==> config.mk <==
export PLATFORM = sky130hd
export DESIGN_NAME = bbd_fifo
export DESIGN_NICKNAME = d
export VERILOG_FILES = /design/src/rtl/core/bbd_pkg.sv /design/src/rtl/core/bbd_fifo.sv
export SDC_FILE = /design/constraint.sdc
export NUM_CORES = 1
export LEC_CHECK = 0
export ABC_CLOCK_PERIOD_IN_PS = 3100
export BUFFER_PORTS_ARGS = -buffer_cell sky130_fd_sc_hd__buf_2
export CAP_MARGIN = 15
export CORE_UTILIZATION = 48
export CTS_CLUSTER_DIAMETER = 100
export CTS_CLUSTER_SIZE = 30
export DETAILED_ROUTE_END_ITERATION = 10
export GPL_ROUTABILITY_DRIVEN = 0
export PLACE_DENSITY = 0.77
export SETUP_SLACK_MARGIN = 0.15
export SLEW_MARGIN = 20
export SYNTH_ARGS = -nofsm -noshare
export SYNTH_HDL_FRONTEND = slang
export SYNTH_SLANG_ARGS = --single-unit
export TNS_END_PERCENT = 100
==> constraint.sdc <==
create_clock -name clk_i -period 3.1 [get_ports clk_i]
set_clock_uncertainty 0.05 [all_clocks]
set_input_delay 0.155 -clock clk_i [delete_from_list [all_inputs] [get_ports clk_i]]
set_output_delay 0.155 -clock clk_i [all_outputs]
set_load 0.005 [all_outputs]
==> src/rtl/core/bbd_pkg.sv <==
// Shared types and constants of the bilinear Bayer demosaic block.
`timescale 1ns / 1ps
package bbd_pkg;

  localparam int unsigned CfgWidth   = 12;
  localparam int unsigned PixWidth   = 8;
  localparam int unsigned QueueDepth = 4;
  localparam int unsigned QueueCntW  = 3;

  localparam logic [CfgWidth-1:0] WidthReset  = 12'd640;
  localparam logic [CfgWidth-1:0] HeightReset = 12'd480;

  // register indexes on the configuration port
  localparam logic RegWidth  = 1'b0;
  localparam logic RegHeight = 1'b1;

  // input operation codes
  localparam logic OpSample = 1'b0;
  localparam logic OpFlush  = 1'b1;

  // one window position handed from the front to the back
  typedef struct packed {
    logic [8:0][PixWidth-1:0] win;
    logic                     has_l;
    logic                     has_r;
    logic                     has_u;
    logic                     has_d;
    logic                     x_odd;
    logic                     y_odd;
    logic                     eor;
    logic                     eof;
  } bbd_job_t;

endpackage

==> src/rtl/core/bbd_fifo.sv <==
// Short queue of window positions between the front and the back.
`timescale 1ns / 1ps
module bbd_fifo (
  input  logic                          clk_i,
  input  logic                          rst_ni,
  input  logic                          push_i,
  input  bbd_pkg::bbd_job_t             job_i,
  input  logic                          pop_i,
  output logic                          valid_o,
  output bbd_pkg::bbd_job_t             job_o,
  output logic [bbd_pkg::QueueCntW-1:0] count_o
);

  localparam int unsigned AW = $clog2(bbd_pkg::QueueDepth);

  bbd_pkg::bbd_job_t                 mem_q [bbd_pkg::QueueDepth];
  logic [AW-1:0]                     wptr_q, rptr_q;
  logic [bbd_pkg::QueueCntW-1:0]     cnt_q;
  logic                              do_pop;

  assign valid_o = cnt_q != '0;
  assign do_pop  = pop_i && valid_o;
  assign job_o   = mem_q[rptr_q];
  assign count_o = cnt_q;

  always_ff @(posedge clk_i or negedge rst_ni) begin
    if (!rst_ni) begin
      wptr_q <= '0;
      rptr_q <= '0;
      cnt_q  <= '0;
    end else begin
      if (push_i) begin
        wptr_q <= wptr_q + AW'(1);
      end
      if (do_pop) begin
        rptr_q <= rptr_q + AW'(1);
      end
      cnt_q <= cnt_q + bbd_pkg::QueueCntW'(push_i) - bbd_pkg::QueueCntW'(do_pop);
    end
  end

  always_ff @(posedge clk_i) begin
    if (push_i) begin
      mem_q[wptr_q] <= job_i;
    end
  end

endmodule

==> results by group <==
Detailed routing
  – DRT iter0 DRCs: 384
  – Routed len/inst: 20.5 microns
  – Routed via count: 5,538
  – DRC errors left: 0
  – Drt pass-1 iters: 4
  – Final WL: 21,500 microns
  – Vias per cell: 5.29
  – Post-route ant nets: 0

GRT
  – Met1 Usage GRT: 22.6%
  – Gr usage total: 17.2%
  – Grt ovf: 0
  – Pin count of the biggest net entering global routing: 47
  – Number of antenna violations at the first check in global routing: 0
  – Met2 GRT Util: 29.6%
  – First-pass GRT wire length: 33,600 microns
  – Grt peak-use layer: met2
  – Vias in the first global route: 6,108
  – Met3 GRT Util: 3.09%

STA
  – Max-slew headroom: 55.9%
  – Final period util: 83.9%
  – Max Clock Freq: 385 MHz
  – Post-route minimum period: 2.60 ns
  – Total negative slack: 0 ns
  – Worst-Margin Slew: 0.662 ns
  – RSZ-0062 raised after global routing: no
  – Count of final setup violators: 0
  – Final Hold Violating Endpoints: 0
  – Final WS setup: 0.500 ns
  – Slew Limit Fails: 0

Finish
  – Layout cell share with drive strength beyond 1: 39.0%
  – Fin area: 14,500 sq um
  – Area Overhead vs Synth: 20.5%
  – Fin nets: 806
  – Ant. Diodes: 0
  – Fillers: 1,736

CTS
  – Post-CTS Setup Bufs: 0
  – Htree depth: 1
  – Clock-pin slew on the worst setup and hold paths: 0.11 ns
  – Clk buf depth: 3
  – Post_cts resized: 0
  – Clk_lat worst skew: 0.49 ns
  – Clock root buffer: clkbuf_16
  – Hold-fix buffers, CTS: 84
  – CTS tree: yes
  – Cts bufs inserted: 14
  – CTS Sinks: 327

Pwr
  – Leakage: 0.00495 uW
  – Worst vdd ir: 0.000794 V
  – Power Dens Cells: 815 nW/um^2

Synthesis
  – Yosys top cell by area: edfxtp_1
  – Commonest cells in the netlist: edfxtp_1, mux4_2, buf_2
  – Post-synthesis sequential area ratio: 81.4%
  – Post-synth cell types: 18
  – Avg Cell Area, Syn: 26.6 sq um
  – Top-count cell post-synth: edfxtp_1
  – Synthesis Warnings: 0
  – Cell count after synthesis: 452
  – Syn nets: 543
  – Largest cells by area after synthesis: edfxtp_1, mux4_2, dfrtp_1, buf_12, ha_1
  – Top-area cell type share of the netlist area: 79.9%
  – EDFF count, synth: 320
  – Dominant synthesized flop cell: edfxtp_1
  – Seq cells post-synth: 327
  – Synth async-reset ratio: 2.14%
  – Netlist Area Pre-Place: 12,000 sq um

Worst hold path
  – HP Class: input pin to flip-flop

Floorplanning
  – Die area: 25,700 sq um
  – Die outline height: 160 microns
  – Num rows: 57
  – Core area: 24,500 sq um
  – Initial Util: 49.2%
  – I/O pin total: 168
  – Die width: 160 microns

Placed design
  – Final HPWL DP: 12,800 microns
  – Pre-CTS setup slack: 0.959 ns
  – Dpl cell area: 13,200 sq um
  – Port Buf Inserts: 167

Worst setup path
  – R2R Setup Slk: 0.87 ns
  – Crit path kind: flip-flop to output port
  – WP data arrival: 2.40 ns
  – CP Max Fanout: 26
  – CP required: 2.89 ns
  – Worst setup EP type: output port
  – Startpoint Class: flip-flop

Run status
  – Outcome: finished, final reports clean

Flow run
  – Max-cap violations: 0
-- sequential cells by signal, indices dropped and copies added (netlist names) --
signal	flops
count_o	3
mem_q	320
wptr_q	2
rptr_q	2
-- through the flow --
step	total power, uW	hold slack (ns)	instances	utilization [%]
finish	11800	0.355	1047	59.2
global route	12400	0.332	1047	59.2
CTS	12000	0.334	1047	59.2
detailed placement	9800	-0.0544	939	54.1
global placement	9660	-0.0611	939	54.1
floorplan	8480	-0.191	452	-
-- metal layers --
layer  part of all wire, %  vias to the layer above  wire [microns]
li1                      -                     2454               -
met1                    41                     2872            8800
met2                    52                      174           11100
met3                   5.1                       38            1090
met4                   2.1                        0             448
met5                     0                        -               0
-- critical path, stage by stage (launching register included) --
cell,delay [ns]
dfrtp_4,0.83
buf_4,0.36
mux4_2,0.55
buf_2,0.14
-- final timing paths --
check	start	depth (start not counted)	end
setup / recovery	rptr_q[0]	3	job_o[3]
max in group asynchronous	rst_ni	3	rptr_q[1]
hold reg to reg	wptr_q[0]	1	wptr_q[0]
hold / removal	job_i[76]	2	mem_q[3][76]
setup reg to reg	count_o[1]	7	count_o[2]
min in group asynchronous	rst_ni	3	wptr_q[1]
-- cells in the final DEF, fill, tap and decap left out, types with 4 or more instances in the layout --
| cell | Yosys | layout |
|---|---|---|
| buf_2 | 9 | 167 |
| edfxtp_1 | 320 | 320 |
| buf_4 | 0 | 9 |
| and2_4 | 0 | 4 |
| buf_12 | 8 | 5 |
| mux4_2 | 79 | 79 |
| clkbuf_16 | 0 | 15 |
| inv_1 | 6 | 6 |
| dlygate4sd3_1 | 0 | 84 |
| clkbuf_1 | 0 | 8 |
| ha_1 | 6 | 6 |
| dfrtp_1 | 7 | 5 |
-- power breakdown --
group,internal (uW),total [uW],switching (uW),leakage [uW]
clock network,916,2120,1210,0.000198
logic,1860,3500,1640,0.00173
registers,5780,6190,412,0.00302
total,8550,11800,3260,0.00495
-- cells by family (layout without fill, tap and decap cells) --
family / Yosys count / in the layout / share of synthesized area (%)
multiplexers: 80 / 80 / 15.0
AO/OA/AOI/OAI: 3 / 3 / 0.187
XOR/XNOR: 5 / 5 / 0.364
adder cells (fa/ha/maj): 7 / 7 / 0.791
buffers and inverters: 24 / 295 / 1.99
AND/OR/NAND/NOR: 6 / 6 / 0.291
flip-flops: 327 / 327 / 81.4
-- layout make-up --
type | instances | area [sq um] | share of cell area [%]
clock buffers | 23 | 405 | 2.80
well taps | 324 | 405 | 2.80
repair buffers | 265 | 1840 | 12.7
clock inverters | 1 | 5.00 | 0.0345
multi-input cells | 101 | 2010 | 13.9
flip-flops and latches | 327 | 9790 | 67.6
inverters | 6 | 22.5 | 0.155
Power figures use the tool's default switching activity.
