**src/rtl/core/bbd_pkg.sv**
```systemverilog
// Shared types and constants of the bilinear Bayer demosaic block.
`timescale 1ns / 1ps
package bbd_pkg;

  localparam int unsigned CfgWidth   = 12;
  localparam int unsigned PixWidth   = 8;
  localparam int unsigned QueueDepth = 4;
  localparam int unsigned QueueCntW  = 3;

  localparam logic [CfgWidth-1:0] WidthReset  = 12'd640;
  localparam logic [CfgWidth-1:0] HeightReset = 12'd480;

  // register indexes on the configuration port
  localparam logic RegWidth  = 1'b0;
  localparam logic RegHeight = 1'b1;

  // input operation codes
  localparam logic OpSample = 1'b0;
  localparam logic OpFlush  = 1'b1;

  // one window position handed from the front to the back
  typedef struct packed {
    logic [8:0][PixWidth-1:0] win;
    logic                     has_l;
    logic                     has_r;
    logic                     has_u;
    logic                     has_d;
    logic                     x_odd;
    logic                     y_odd;
    logic                     eor;
    logic                     eof;
  } bbd_job_t;

endpackage

```
**src/rtl/core/bbd_stream_if.sv**
```systemverilog


interface bbd_out_if;
  logic       valid;
  logic       ready;
  logic [7:0] red_out;
  logic [7:0] green_out;
  logic [7:0] blue_out;
  logic       end_of_row;
  logic       end_of_frame;

  modport source (output valid, output red_out, output green_out, output blue_out,
                  output end_of_row, output end_of_frame, input ready);
  modport sink   (input valid, input red_out, input green_out, input blue_out,
                  input end_of_row, input end_of_frame, output ready);
endinterface

```
**src/rtl/core/bbd_back.sv**
```systemverilog
// Back end: neighbour averages per Bayer phase and the output register.
`timescale 1ns / 1ps
module bbd_back (
  input  logic              clk_i,
  input  logic              rst_ni,
  input  logic              q_valid_i,
  input  bbd_pkg::bbd_job_t job_i,
  output logic              pop_o,
  bbd_out_if.source         out_if
);

  localparam int unsigned PW = bbd_pkg::PixWidth;

  // floor(sum / cnt) for cnt 1..4; thirds through a reciprocal, exact below 2048
  function automatic logic [PW-1:0] mean(input logic [9:0] sum, input logic [2:0] cnt);
    logic [20:0] p;
    p = 21'(sum) * 21'd683;
    case (cnt)
      3'd1:    mean = sum[7:0];
      3'd2:    mean = sum[8:1];
      3'd3:    mean = p[18:11];
      3'd4:    mean = sum[9:2];
      default: mean = '0;
    endcase
  endfunction

  logic          ul, ur, dl, dr;
  logic [9:0]    hs, vs, os, ds;
  logic [2:0]    hc, vc, oc, dc;
  logic [PW-1:0] hm, vm, om, dm, ctr;
  logic [PW-1:0] r_d, g_d, b_d;

  assign ul = job_i.has_u && job_i.has_l;
  assign ur = job_i.has_u && job_i.has_r;
  assign dl = job_i.has_d && job_i.has_l;
  assign dr = job_i.has_d && job_i.has_r;

  always_comb begin
    hs = (job_i.has_l ? 10'(job_i.win[3]) : 10'd0) + (job_i.has_r ? 10'(job_i.win[5]) : 10'd0);
    vs = (job_i.has_u ? 10'(job_i.win[1]) : 10'd0) + (job_i.has_d ? 10'(job_i.win[7]) : 10'd0);
    os = hs + vs;
    ds = (ul ? 10'(job_i.win[0]) : 10'd0) + (ur ? 10'(job_i.win[2]) : 10'd0)
       + (dl ? 10'(job_i.win[6]) : 10'd0) + (dr ? 10'(job_i.win[8]) : 10'd0);
    hc = 3'(job_i.has_l) + 3'(job_i.has_r);
    vc = 3'(job_i.has_u) + 3'(job_i.has_d);
    oc = hc + vc;
    dc = 3'(ul) + 3'(ur) + 3'(dl) + 3'(dr);
    hm  = mean(hs, hc);
    vm  = mean(vs, vc);
    om  = mean(os, oc);
    dm  = mean(ds, dc);
    ctr = job_i.win[4];
    if (job_i.x_odd == job_i.y_odd) begin
      g_d = ctr;
      r_d = job_i.y_odd ? vm : hm;
      b_d = job_i.y_odd ? hm : vm;
    end else if (!job_i.y_odd) begin
      r_d = ctr;
      g_d = om;
      b_d = dm;
    end else begin
      b_d = ctr;
      g_d = om;
      r_d = dm;
    end
  end

  assign pop_o = q_valid_i && (!out_if.valid || out_if.ready);

  always_ff @(posedge clk_i or negedge rst_ni) begin
    if (!rst_ni) begin
      out_if.valid <= 1'b0;
    end else if (!out_if.valid || out_if.ready) begin
      out_if.valid <= q_valid_i;
    end
  end

  always_ff @(posedge clk_i) begin
    if (pop_o) begin
      out_if.red_out      <= r_d;
      out_if.green_out    <= g_d;
      out_if.blue_out     <= b_d;
      out_if.end_of_row   <= job_i.eor;
      out_if.end_of_frame <= job_i.eof;
    end
  end

endmodule

```
**src/flat_wrapper.sv**
```systemverilog
// flat-port wrapper written by rule: the top's interface ports become plain ports
module bbd_back_flat 
  (clk_i, rst_ni, q_valid_i, job_i, pop_o, out_if_valid, out_if_red_out, out_if_green_out, out_if_blue_out, out_if_end_of_row, out_if_end_of_frame, out_if_ready);
  bbd_out_if out_if_i ();
  input  logic clk_i;
  input  logic rst_ni;
  input  logic q_valid_i;
  input  bbd_pkg::bbd_job_t job_i;
  output logic pop_o;
  output wire logic [$bits(out_if_i.valid)-1:0] out_if_valid;
  output wire logic [$bits(out_if_i.red_out)-1:0] out_if_red_out;
  output wire logic [$bits(out_if_i.green_out)-1:0] out_if_green_out;
  output wire logic [$bits(out_if_i.blue_out)-1:0] out_if_blue_out;
  output wire logic [$bits(out_if_i.end_of_row)-1:0] out_if_end_of_row;
  output wire logic [$bits(out_if_i.end_of_frame)-1:0] out_if_end_of_frame;
  input wire logic [$bits(out_if_i.ready)-1:0] out_if_ready;
  assign out_if_valid = out_if_i.valid;
  assign out_if_red_out = out_if_i.red_out;
  assign out_if_green_out = out_if_i.green_out;
  assign out_if_blue_out = out_if_i.blue_out;
  assign out_if_end_of_row = out_if_i.end_of_row;
  assign out_if_end_of_frame = out_if_i.end_of_frame;
  assign out_if_i.ready = out_if_ready;
  bbd_back u_core (.clk_i(clk_i), .rst_ni(rst_ni), .q_valid_i(q_valid_i), .job_i(job_i), .pop_o(pop_o), .out_if(out_if_i));
endmodule
```
**config.mk**
```make
export PLATFORM = sky130hd
export DESIGN_NAME = bbd_back_flat
export DESIGN_NICKNAME = d
export VERILOG_FILES = /design/src/rtl/core/bbd_pkg.sv /design/src/rtl/core/bbd_stream_if.sv /design/src/rtl/core/bbd_back.sv /design/src/flat_wrapper.sv
export SDC_FILE = /design/constraint.sdc
export NUM_CORES = 1
export LEC_CHECK = 0
export ABC_AREA = 1
export BUFFER_PORTS_ARGS = -buffer_cell sky130_fd_sc_hd__buf_2
export CAP_MARGIN = 20
export CORE_MARGIN = 2
export CORE_UTILIZATION = 50
export CTS_CLUSTER_SIZE = 24
export DETAILED_ROUTE_END_ITERATION = 10
export PLACE_DENSITY_LB_ADDON = 0.05
export SYNTH_ARGS = -nofsm -noshare
export SYNTH_HDL_FRONTEND = slang
export SYNTH_SLANG_ARGS = --single-unit
```
**constraint.sdc**
```tcl
create_clock -name clk_i -period 3.1 [get_ports clk_i]
set_clock_uncertainty 0.1 [all_clocks]
set_input_delay 0.155 -clock clk_i [delete_from_list [all_inputs] [get_ports clk_i]]
set_output_delay 0.155 -clock clk_i [all_outputs]
set_load 0.005 [all_outputs]
```
==> results of run 1 <==
-- Yosys cell counts (2+ instances only) --
library cell,count,share of area [%]
inv_1,369,12
nand2_1,369,12
ha_1,273,28
nand3_1,153,6.4
a21oi_1,105,4.4
fa_1,98,16
nor2_1,78,2.4
o21ai_0,52,2.2
edfxtp_1,26,6.5
nand4_1,21,1.1
nor3_1,17,0.71
o21bai_1,17,1.1
xor2_1,13,0.95
clkbuf_1,10,0.31
nand3b_1,9,0.56
xnor2_1,9,0.66
a21boi_0,7,0.44
a21o_1,7,0.44
nand2_2,7,0.36
buf_2,6,0.25
o21ai_1,6,0.25
or2_2,5,0.26
nor2_2,4,0.21
xor2_2,4,0.54
o22ai_1,3,0.16
or2_1,3,0.16
a21oi_2,2,0.15
a22oi_1,2,0.13
a31oi_1,2,0.10
clkinv_1,2,0.063
nand3_2,2,0.17
nor4_1,2,0.10
o211ai_1,2,0.13
o21a_1,2,0.13
o311ai_2,2,0.27
-- registers in the layout (all words and copies together) (netlist names) --
signal,count
u_core.out_if.end_of_row,1
u_core.out_if.end_of_frame,1
u_core.out_if.red_out,8
u_core.out_if.green_out,8
u_core.out_if.valid,1
u_core.out_if.blue_out,8
-- layout make-up --
type | instances | area share, %
clock inverters | 1 | 0.0291
clock buffers | 3 | 0.437
repair buffers | 433 | 18.2
well taps | 319 | 2.32
flip-flops and latches | 27 | 4.69
multi-input cells | 1282 | 66.2
inverters | 372 | 8.19
-- stage by stage --
| stage | hold slack, ps | cell area (µm²) |
|---|---|---|
| floorplan | -241 | 12700 |
| global placement | -169 | 15700 |
| detailed placement | -169 | 15700 |
| CTS | 25.5 | 16600 |
| global route | 46.4 | 17200 |
| finish | 24.6 | 17200 |
-- routing by layer --
layer	up-vias	share of wire, %	track usage, %
met5	-	0	0
met4	0	2.8	7.19
met3	73	3.9	1.90
met2	321	52	56.1
met1	5834	42	34.7
li1	6334	-	-
-- how the worst max path moves through the flow --
stage	from	slack, ps	endpoint	cells after the start
2_1_floorplan	job_i[6]	-2920	u_core.out_if.red_out[7]	37
3_3_place_gp	job_i[6]	-3380	u_core.out_if.red_out[7]	34
3_5_place_dp	job_i[4]	-3530	u_core.out_if.red_out[7]	34
4_1_cts	job_i[4]	-2920	u_core.out_if.red_out[7]	38
5_1_grt	job_i[5]	-3290	u_core.out_if.blue_out[7]	34
6_report	job_i[6]	-2990	u_core.out_if.blue_out[7]	37
-- cells by family (layout without fill, tap and decap cells) --
family | Yosys count | count (layout)
adders and majority gates | 371 | 371
and+or+nand+nor | 673 | 673
DFF | 27 | 27
AOI/OAI and AO/OA | 212 | 212
xor gates and xnor gates | 26 | 26
buffers and inverters | 388 | 809
-- worst max-delay path: cells and delay by family --
kind	cells	cell delay, ps
xor gates and xnor gates	1	190
adders and majority gates	9	3540
buffers and inverters	11	770
AOI/OAI and AO/OA	1	150
and+or+nand+nor	15	1170
-- what timing repair did --
item / 4_1_cts / 5_1_grt
gates cloned: 0 / 0
setup buffers: 27 / 15
hold endpoints to repair: 3 / 0
setup endpoints to repair: 24 / 24
resized for setup: 131 / 103
hold buffers: 3 / 0
pin swaps: 115 / 107
==> key figures, run 1 <==
Worst setup path
  – Worst setup EP type: register
  – Crit-path slowest cell: fa_1
  – Crit-path max cell delay: 570 ps
  – R2r setup slk: 1470 ps
  – Critical Path RT: 3020 ps
  – RR Endpoint: u_core.out_if.blue_out[6]
  – WP data arrival: 6010 ps
  – R2R depth: 1
  – Crit path kind: in -> reg
  – CP Launch Type: input port
  – Worst flop-to-flop path startpoint: u_core.out_if.valid
  – Critical Path Fanout Max: 5
  – CP dominant cell by count: nand2_4

STA
  – Min cycle time layout: 6090 ps
  – Fin. Hold Viols: 0
  – RSZ-0062 raised after global routing: yes
  – Slew Limit Fails: 0
  – Crit share post-route: 196%
  – Max transition margin: 26.2%
  – Final setup fails: 24
  – Worst slew pin tran: 1100 ps
  – Worst setup margin: -2990 ps
  – Setup_tns: -68,280 ps
  – Fmax: 164 MHz

Route
  – Avg WL per Cell: 15.2 µm
  – Vias per cell: 5.15
  – Routed wire length: 37,100 µm
  – DR vias: 12,600
  – Final ANT Viol Nets: 0
  – DR DRC count: 0
  – Iter 0 DRT Violations: 557
  – Pre-Repair DR Iteration Count: 5

Cells and area
  – Commonest cells after routing, fill and taps aside: 324 x inv_1, 315 x nand2_1, 303 x buf_4, 212 x ha_1, 126 x nand3_1
  – Non-Filler Instances: 2,437
  – Multi-input gate area: 11,400 µm²
  – Commonest non-fill, non-tap cell in the layout: inv_1
  – Layout cells sized above 1: 34.3%
  – # diodes: 0
  – Storage element area: 806 µm²
  – Area Growth Syn to Fin: 43.1%
  – Fillers: 1,915
  – Core Util, Final: 73.0%
  – Fin nets: 2,574

Synth
  – Post-synth cell types: 43
  – Synthesis Warnings: 0
  – Cells after Synth: 1,697
  – Syn nets: 2,152
  – Post-synthesis simple-gate area fraction: 24.2%
  – Mean Syn Cell Area: 7.08 µm²
  – Synth Flop Type: edfxtp_1
  – Synth Area in Compound Gates: 9.99%
  – Combinational family with the most area after synthesis: adder cells
  – Post-synthesis async set-or-reset flop share: 3.70%
  – Syn Std Cell Area: 12,000 µm²
  – Post-synth EDFFs: 26
  – Adder-cell area share of the yosys netlist: 44.8%
  – Mux cell area share after synthesis: 0%
  – FF+latch count, synth: 27
  – Synth Area in XOR/XNOR: 2.15%
  – Post-synthesis sequential area ratio: 6.71%

Clock tree
  – Clock Tree Buf Depth: 2
  – Worst-path clk slew: 70 ps
  – Clk_lat worst skew: 260 ps
  – CTS sink count: 27
  – CTS tree: yes
  – Root buffer cell: clkbuf_16
  – H-tree Lvls: 1
  – Inserted Clock Buffers: 3

Placed design
  – Post-placement cell count: 2,388
  – Port Buf Inserts: 111
  – DP Wirelength: 31,500 µm
  – DP Worst Slack: -3530 ps
  – Placer Congestion: 0.941

Die
  – DIE HEIGHT: 159 µm
  – Initial cell density of the core: 51.0%
  – Die Area: 25,300 µm²
  – Core area: 23,500 µm²
  – Horiz. Die Dim: 159 µm
  – Std cell rows: 56
  – # IOs: 112

Worst hold path
  – Hold Path Depth: 3
  – Hold Path Class: in -> reg
  – Hold worst-path end: u_core.out_if.valid
  – Hold wc startpoint: q_valid_i

Global route
  – Grt total ovfl: 0
  – Vias in the first global route: 13,100
  – Largest net degree at the start of global routing: 28
  – First-pass GRT wire length: 60,800 µm
  – GRT Total Usage: 29.0%
  – Antenna violations before repair: 0

Status
  – Failing checks: negative setup slack
  – Status: finished, violations left

Flow run
  – Max-capacitance violation count: 0
Power of run 1 is not shown: default switching activity piles up to over one toggle a cycle in this logic, so the estimate is an artifact.
==> run 2, diff against run 1 <==
- CORE_UTILIZATION: 50 -> 30
==> run 2 against run 1 <==
Against the previous run: the run still ends with negative setup slack left; clock-buffer cell count is the same; critical path depth is the same; first-iteration DRC count shrank 7.2%; sequential cell count is the same; register-to-register slack lost 40 ps; fmax grew 1.2%; via count shrank 0.84%; final area grew 3.9%; critical path type unchanged; critical endpoint is now u_core.out_if.blue_out[2]; largest cell class unchanged.
==> key figures, run 2 (synthesis results as in run 1) <==
Global route
  – Vias in the first global route: 13,200 (+0.60%)
  – Met1 Use GR: 24.7% (-10 points)
  – GRT busiest layer: met2
  – GRT met3 Usage: 1.66% (-0.24 points)
  – Grt total ovfl: 0 (unchanged)
  – First-pass GRT wire length: 65,900 µm (+8.4%)
  – Met2 Use GR: 37.0% (-19 points)
  – Antenna violations before repair: 2 (+2)
  – GRT Total Usage: 19.8% (-9.2 points)
  – Largest net degree at the start of global routing: 28 (unchanged)

Cells and area
  – # diodes: 0 (unchanged)
  – Commonest cells after routing, fill and taps aside: 338 x buf_4, 323 x nand2_1, 319 x inv_1, 211 x ha_1, 121 x nand3_1
  – Commonest non-fill, non-tap cell in the layout: buf_4
  – Post-route cell area: 17,800 µm² (+3.9%)
  – Area Growth Syn to Fin: 48.6%
  – Fin nets: 2,613 (+1.5%)
  – Layout cells sized above 1: 35.4% (+1.1 points)
  – Regs by FF count: u_core.out_if.blue_out (8), u_core.out_if.green_out (8), u_core.out_if.red_out (8)
  – Fillers: 4,130 (+120%)
  – Non-Filler Instances: 2,682 (+10%)

Route
  – Avg WL per Cell: 15.1 µm (-0.95%)
  – Final ANT Viol Nets: 0 (unchanged)
  – Pre-Repair DR Iteration Count: 6 (+1)
  – DR DRC count: 0 (unchanged)
  – DR vias: 12,500 (-0.84%)
  – Iter 0 DRT Violations: 517 (-7.2%)
  – Vias per cell: 4.64 (-9.9%)
  – Routed wire length: 40,500 µm (+9.0%)

Die
  – # IOs: 112 (unchanged)
  – Die Area: 41,600 µm² (+65%)
  – Core area: 39,600 µm² (+68%)
  – Horiz. Die Dim: 204 µm (+28%)
  – DIE HEIGHT: 204 µm (+28%)
  – Initial cell density of the core: 30.3% (-21 points)
  – Std cell rows: 73 (+30%)

STA
  – Min Hold Slack: 13.4 ps (-11.2 ps)
  – Worst slew pin tran: 950 ps (-149 ps)
  – Final setup fails: 24 (unchanged)
  – Worst setup margin: -2920 ps (+74.1 ps)
  – Crit share post-route: 194% (-2.4 points)
  – Max transition margin: 36.2% (+10 points)
  – Fin. Hold Viols: 0 (unchanged)
  – RSZ-0062 raised after global routing: yes
  – Slew Limit Fails: 0 (unchanged)
  – Min cycle time layout: 6020 ps (-74.1 ps)
  – Fmax: 166 MHz (+1.2%)

Placed design
  – DP Wirelength: 35,500 µm (+13%)
  – Port Buf Inserts: 111 (unchanged)
  – Placement Cell Area: 16,200 µm² (+3.4%)
  – Placer Congestion: 0.875 (-7.0%)
  – Post-placement cell count: 2,631 (+10%)

Worst setup path
  – Critical Path RT: 3030 ps (about the same)
  – Crit-path max cell delay: 520 ps (-50 ps)
  – Crit-path slowest cell: fa_1
  – CP Launch Type: input port
  – WP data arrival: 5940 ps (-70 ps)
  – Top Family by Delay on Critical Path: adder cells
  – Worst path bufs/invs: 10 (-1)
  – CP dominant cell by count: inv_2
  – Crit path kind: in -> reg
  – Worst setup EP type: register
  – Critical Path Fanout Max: 5 (unchanged)

Clock tree
  – CTS tree: yes
  – Clock Tree Buf Depth: 2 (unchanged)
  – Root buffer cell: clkbuf_16
  – Clk_lat worst skew: 260 ps (about the same)
  – Worst-path clk slew: 70 ps (about the same)
  – Inserted Clock Buffers: 3 (unchanged)
  – H-tree Lvls: 1 (unchanged)
  – CTS sink count: 27 (unchanged)

Worst hold path
  – Hold Path Class: in -> reg

Status
  – Failing checks: negative setup slack
  – Status: finished, violations left

Flow run
  – Max-capacitance violation count: 0 (unchanged)
[run 2: routing by layer]
metal  vias up  wire (µm)
li1       6403          -
met1      5826      18300
met2       180      20100
met3        44       1220
met4         4        820
met5         -         18
[run 2: through the flow]
step	utilization (%)	TNS (ps)	setup slack (ps)
after floorplan	-	-65790	-2920
after global placement	40.9	-81340	-3590
after detailed placement	40.9	-82170	-3640
after CTS	43.1	-68160	-2910
after global routing	45.0	-75280	-3240
final	45.0	-68610	-2920
[run 2: area by class of cell]
type	count	area [µm²]	area share, %
clock buffers	3	75.1	0.421
inverters	372	1410	7.90
clock inverters	1	5.00	0.0281
well taps	525	657	3.68
multi-input cells	1282	11400	64.0
repair buffers	472	3460	19.4
flip-flops and latches	27	806	4.52
[run 2: worst paths after layout]
check                           slack (ps)                   endpoint  cells after the start                start
max in group asynchronous             2720        u_core.out_if.valid                      2               rst_ni
worst min-delay path                    10        u_core.out_if.valid                      3            q_valid_i
worst max-delay path                 -2920  u_core.out_if.blue_out[2]                     37             job_i[4]
min in group asynchronous              100        u_core.out_if.valid                      2               rst_ni
worst max register to register        1430  u_core.out_if.blue_out[1]                      1  u_core.out_if.valid
worst min register to register         460        u_core.out_if.valid                      2  u_core.out_if.valid
[run 2: worst min-delay path, delay by kind of cell]
kind          cells  cell delay, ps
simple gates      1              60
buf+inv           2             130
[run 2: what timing repair did]
item	4_1_cts	5_1_grt
gates cloned	0	1
setup buffers	17	26
endpoints found under the hold margin	3	0
pin swaps	82	117
gates resized for setup	117	130
endpoints found under the setup margin	24	24
hold buffers	3	0
Power of run 2 is left out for the same reason.
==> run 3, diff against run 2 <==
- PLACE_DENSITY: default -> 0.57
- PLACE_DENSITY_LB_ADDON: 0.05 -> default
==> run 3 against run 2 <==
Against the previous run: the flow still finishes with violations (negative setup slack); critical path depth down 4; die area unchanged; setup slack better by 1.6 ps; core utilization down 1.5 points; fmax about the same; worst hold slack better by 9.1 ps; sequential share of layout area up 0.16 points; final cell count down 1.9%; register-to-register slack about the same; global-route usage down 1.2 points.
==> key figures, run 3 (synthesis results as in run 1) <==
Worst hold path
  – Hold Path Class: in -> reg

Worst setup path
  – R2r setup slk: 1440 ps (about the same)
  – Crit-path max cell delay: 590 ps (+70 ps)
  – Critical Path Fanout Max: 4 (-1)
  – Crit path kind: in -> reg
  – CP Launch Type: input port
  – Worst setup EP type: register
  – Critical Path RT: 3030 ps (about the same)
  – WP data arrival: 5940 ps (about the same)
  – Worst path bufs/invs: 8 (-2)
  – CP dominant cell by count: fa_1
  – Crit-path slowest cell: fa_1
  – Top Family by Delay on Critical Path: adder cells

STA
  – RSZ-0062 raised after global routing: yes
  – Crit share post-route: 194% (about the same)
  – Setup_tns: -67,820 ps (+790 ps)
  – Final setup fails: 24 (unchanged)
  – Worst slew pin tran: 931 ps (-19.7 ps)
  – Fmax: 166 MHz (about the same)
  – Min cycle time layout: 6020 ps (-1.59 ps)
  – Slew Limit Fails: 0 (unchanged)
  – Fin. Hold Viols: 0 (unchanged)
  – Max transition margin: 37.8% (+1.7 points)
  – Worst setup margin: -2920 ps (+1.59 ps)

Route
  – Final ANT Viol Nets: 0 (unchanged)
  – Avg WL per Cell: 14.5 µm (-3.8%)
  – Routed wire length: 38,200 µm (-5.6%)
  – DR DRC count: 0 (unchanged)
  – DR vias: 12,500 (+0.36%)
  – Pre-Repair DR Iteration Count: 5 (-1)
  – Iter 0 DRT Violations: 519 (+0.39%)
  – Vias per cell: 4.75 (+2.3%)

Global route
  – Vias in the first global route: 13,100 (-0.51%)
  – Met1 Use GR: 22.0% (-2.7 points)
  – Largest net degree at the start of global routing: 28 (unchanged)
  – First-pass GRT wire length: 62,700 µm (-4.8%)
  – GRT met3 Usage: 1.40% (-0.26 points)
  – GRT Total Usage: 18.6% (-1.2 points)
  – GRT busiest layer: met2
  – Met2 Use GR: 35.3% (-1.7 points)
  – Antenna violations before repair: 2 (unchanged)
  – Grt total ovfl: 0 (unchanged)

Clock tree
  – Inserted Clock Buffers: 3 (unchanged)
  – Clk_lat worst skew: 260 ps (about the same)
  – H-tree Lvls: 1 (unchanged)
  – CTS sink count: 27 (unchanged)
  – Clock Tree Buf Depth: 2 (unchanged)
  – Worst-path clk slew: 80 ps (about the same)
  – CTS tree: yes
  – Root buffer cell: clkbuf_16

Cells and area
  – # diodes: 0 (unchanged)
  – Commonest non-fill, non-tap cell in the layout: inv_1
  – Fin nets: 2,562 (-2.0%)
  – Commonest cells after routing, fill and taps aside: 328 x inv_1, 325 x nand2_1, 295 x buf_4, 210 x ha_1, 122 x nand3_1
  – Regs by FF count: u_core.out_if.blue_out (8), u_core.out_if.green_out (8), u_core.out_if.red_out (8)
  – Area Growth Syn to Fin: 43.6%
  – Layout cells sized above 1: 33.1% (-2.2 points)

Die
  – Initial cell density of the core: 30.3% (unchanged)
  – Horiz. Die Dim: 204 µm (unchanged)
  – Die Area: 41,600 µm² (unchanged)
  – Core area: 39,600 µm² (unchanged)
  – Std cell rows: 73 (unchanged)
  – # IOs: 112 (unchanged)
  – DIE HEIGHT: 204 µm (unchanged)

Status
  – Failing checks: negative setup slack
  – Status: finished, violations left

Placed design
  – Placer Congestion: 0.921 (+5.2%)
  – DP Wirelength: 33,600 µm (-5.4%)
  – Port Buf Inserts: 111 (unchanged)

Flow run
  – Max-capacitance violation count: 0 (unchanged)
run 3: cell count changes in the layout (fill, tap and decap cells not counted), sizes merged:
cell / delta
buf: -51
run 3: layer usage:
metal  up-vias  wire [µm]
met2       249      19600
met5         -         14
met1      5882      16200
met4         4       1100
met3        62       1320
li1       6305          -
run 3: through the flow:
step | util, % | std cells | setup WS, ps | cell area [µm²] | hold WS, ps
2_1_floorplan | - | 1697 | -2920 | 12700 | -241
3_3_place_gp | 40.5 | 2607 | -3500 | 16000 | -170
3_5_place_dp | 40.5 | 2607 | -3580 | 16000 | -167
4_1_cts | 42.1 | 2623 | -2910 | 16700 | 16.0
5_1_grt | 43.5 | 2631 | -3180 | 17200 | 40.6
6_report | 43.5 | 2631 | -2920 | 17200 | 22.5
run 3: cell type report:
cell class,count,area [µm²]
Clock buffer,3,75.1
Clock inverter,1,5.00
Fill cell,4055,22400
Inverter,372,1400
Multi-Input combinational cell,1282,11300
Sequential cell,27,806
Tap cell,525,657
Timing Repair Buffer,421,2980
run 3: worst paths after layout:
kind                                     start                         to  cells after the start
max                                   job_i[6]   u_core.out_if.red_out[7]                     33
min                                  q_valid_i        u_core.out_if.valid                      3
max reg2reg                u_core.out_if.valid  u_core.out_if.blue_out[1]                      1
min reg2reg                u_core.out_if.valid        u_core.out_if.valid                      2
max in group asynchronous               rst_ni        u_core.out_if.valid                      2
min in group asynchronous               rst_ni        u_core.out_if.valid                      2
run 3: repair_timing:
action	CTS	global route
gates resized for setup	86	111
pin swaps	81	85
setup buffers	9	7
endpoints found under the hold margin	3	0
hold buffers	3	0
endpoints found under the setup margin	24	24
Power of run 3 is left out for the same reason.
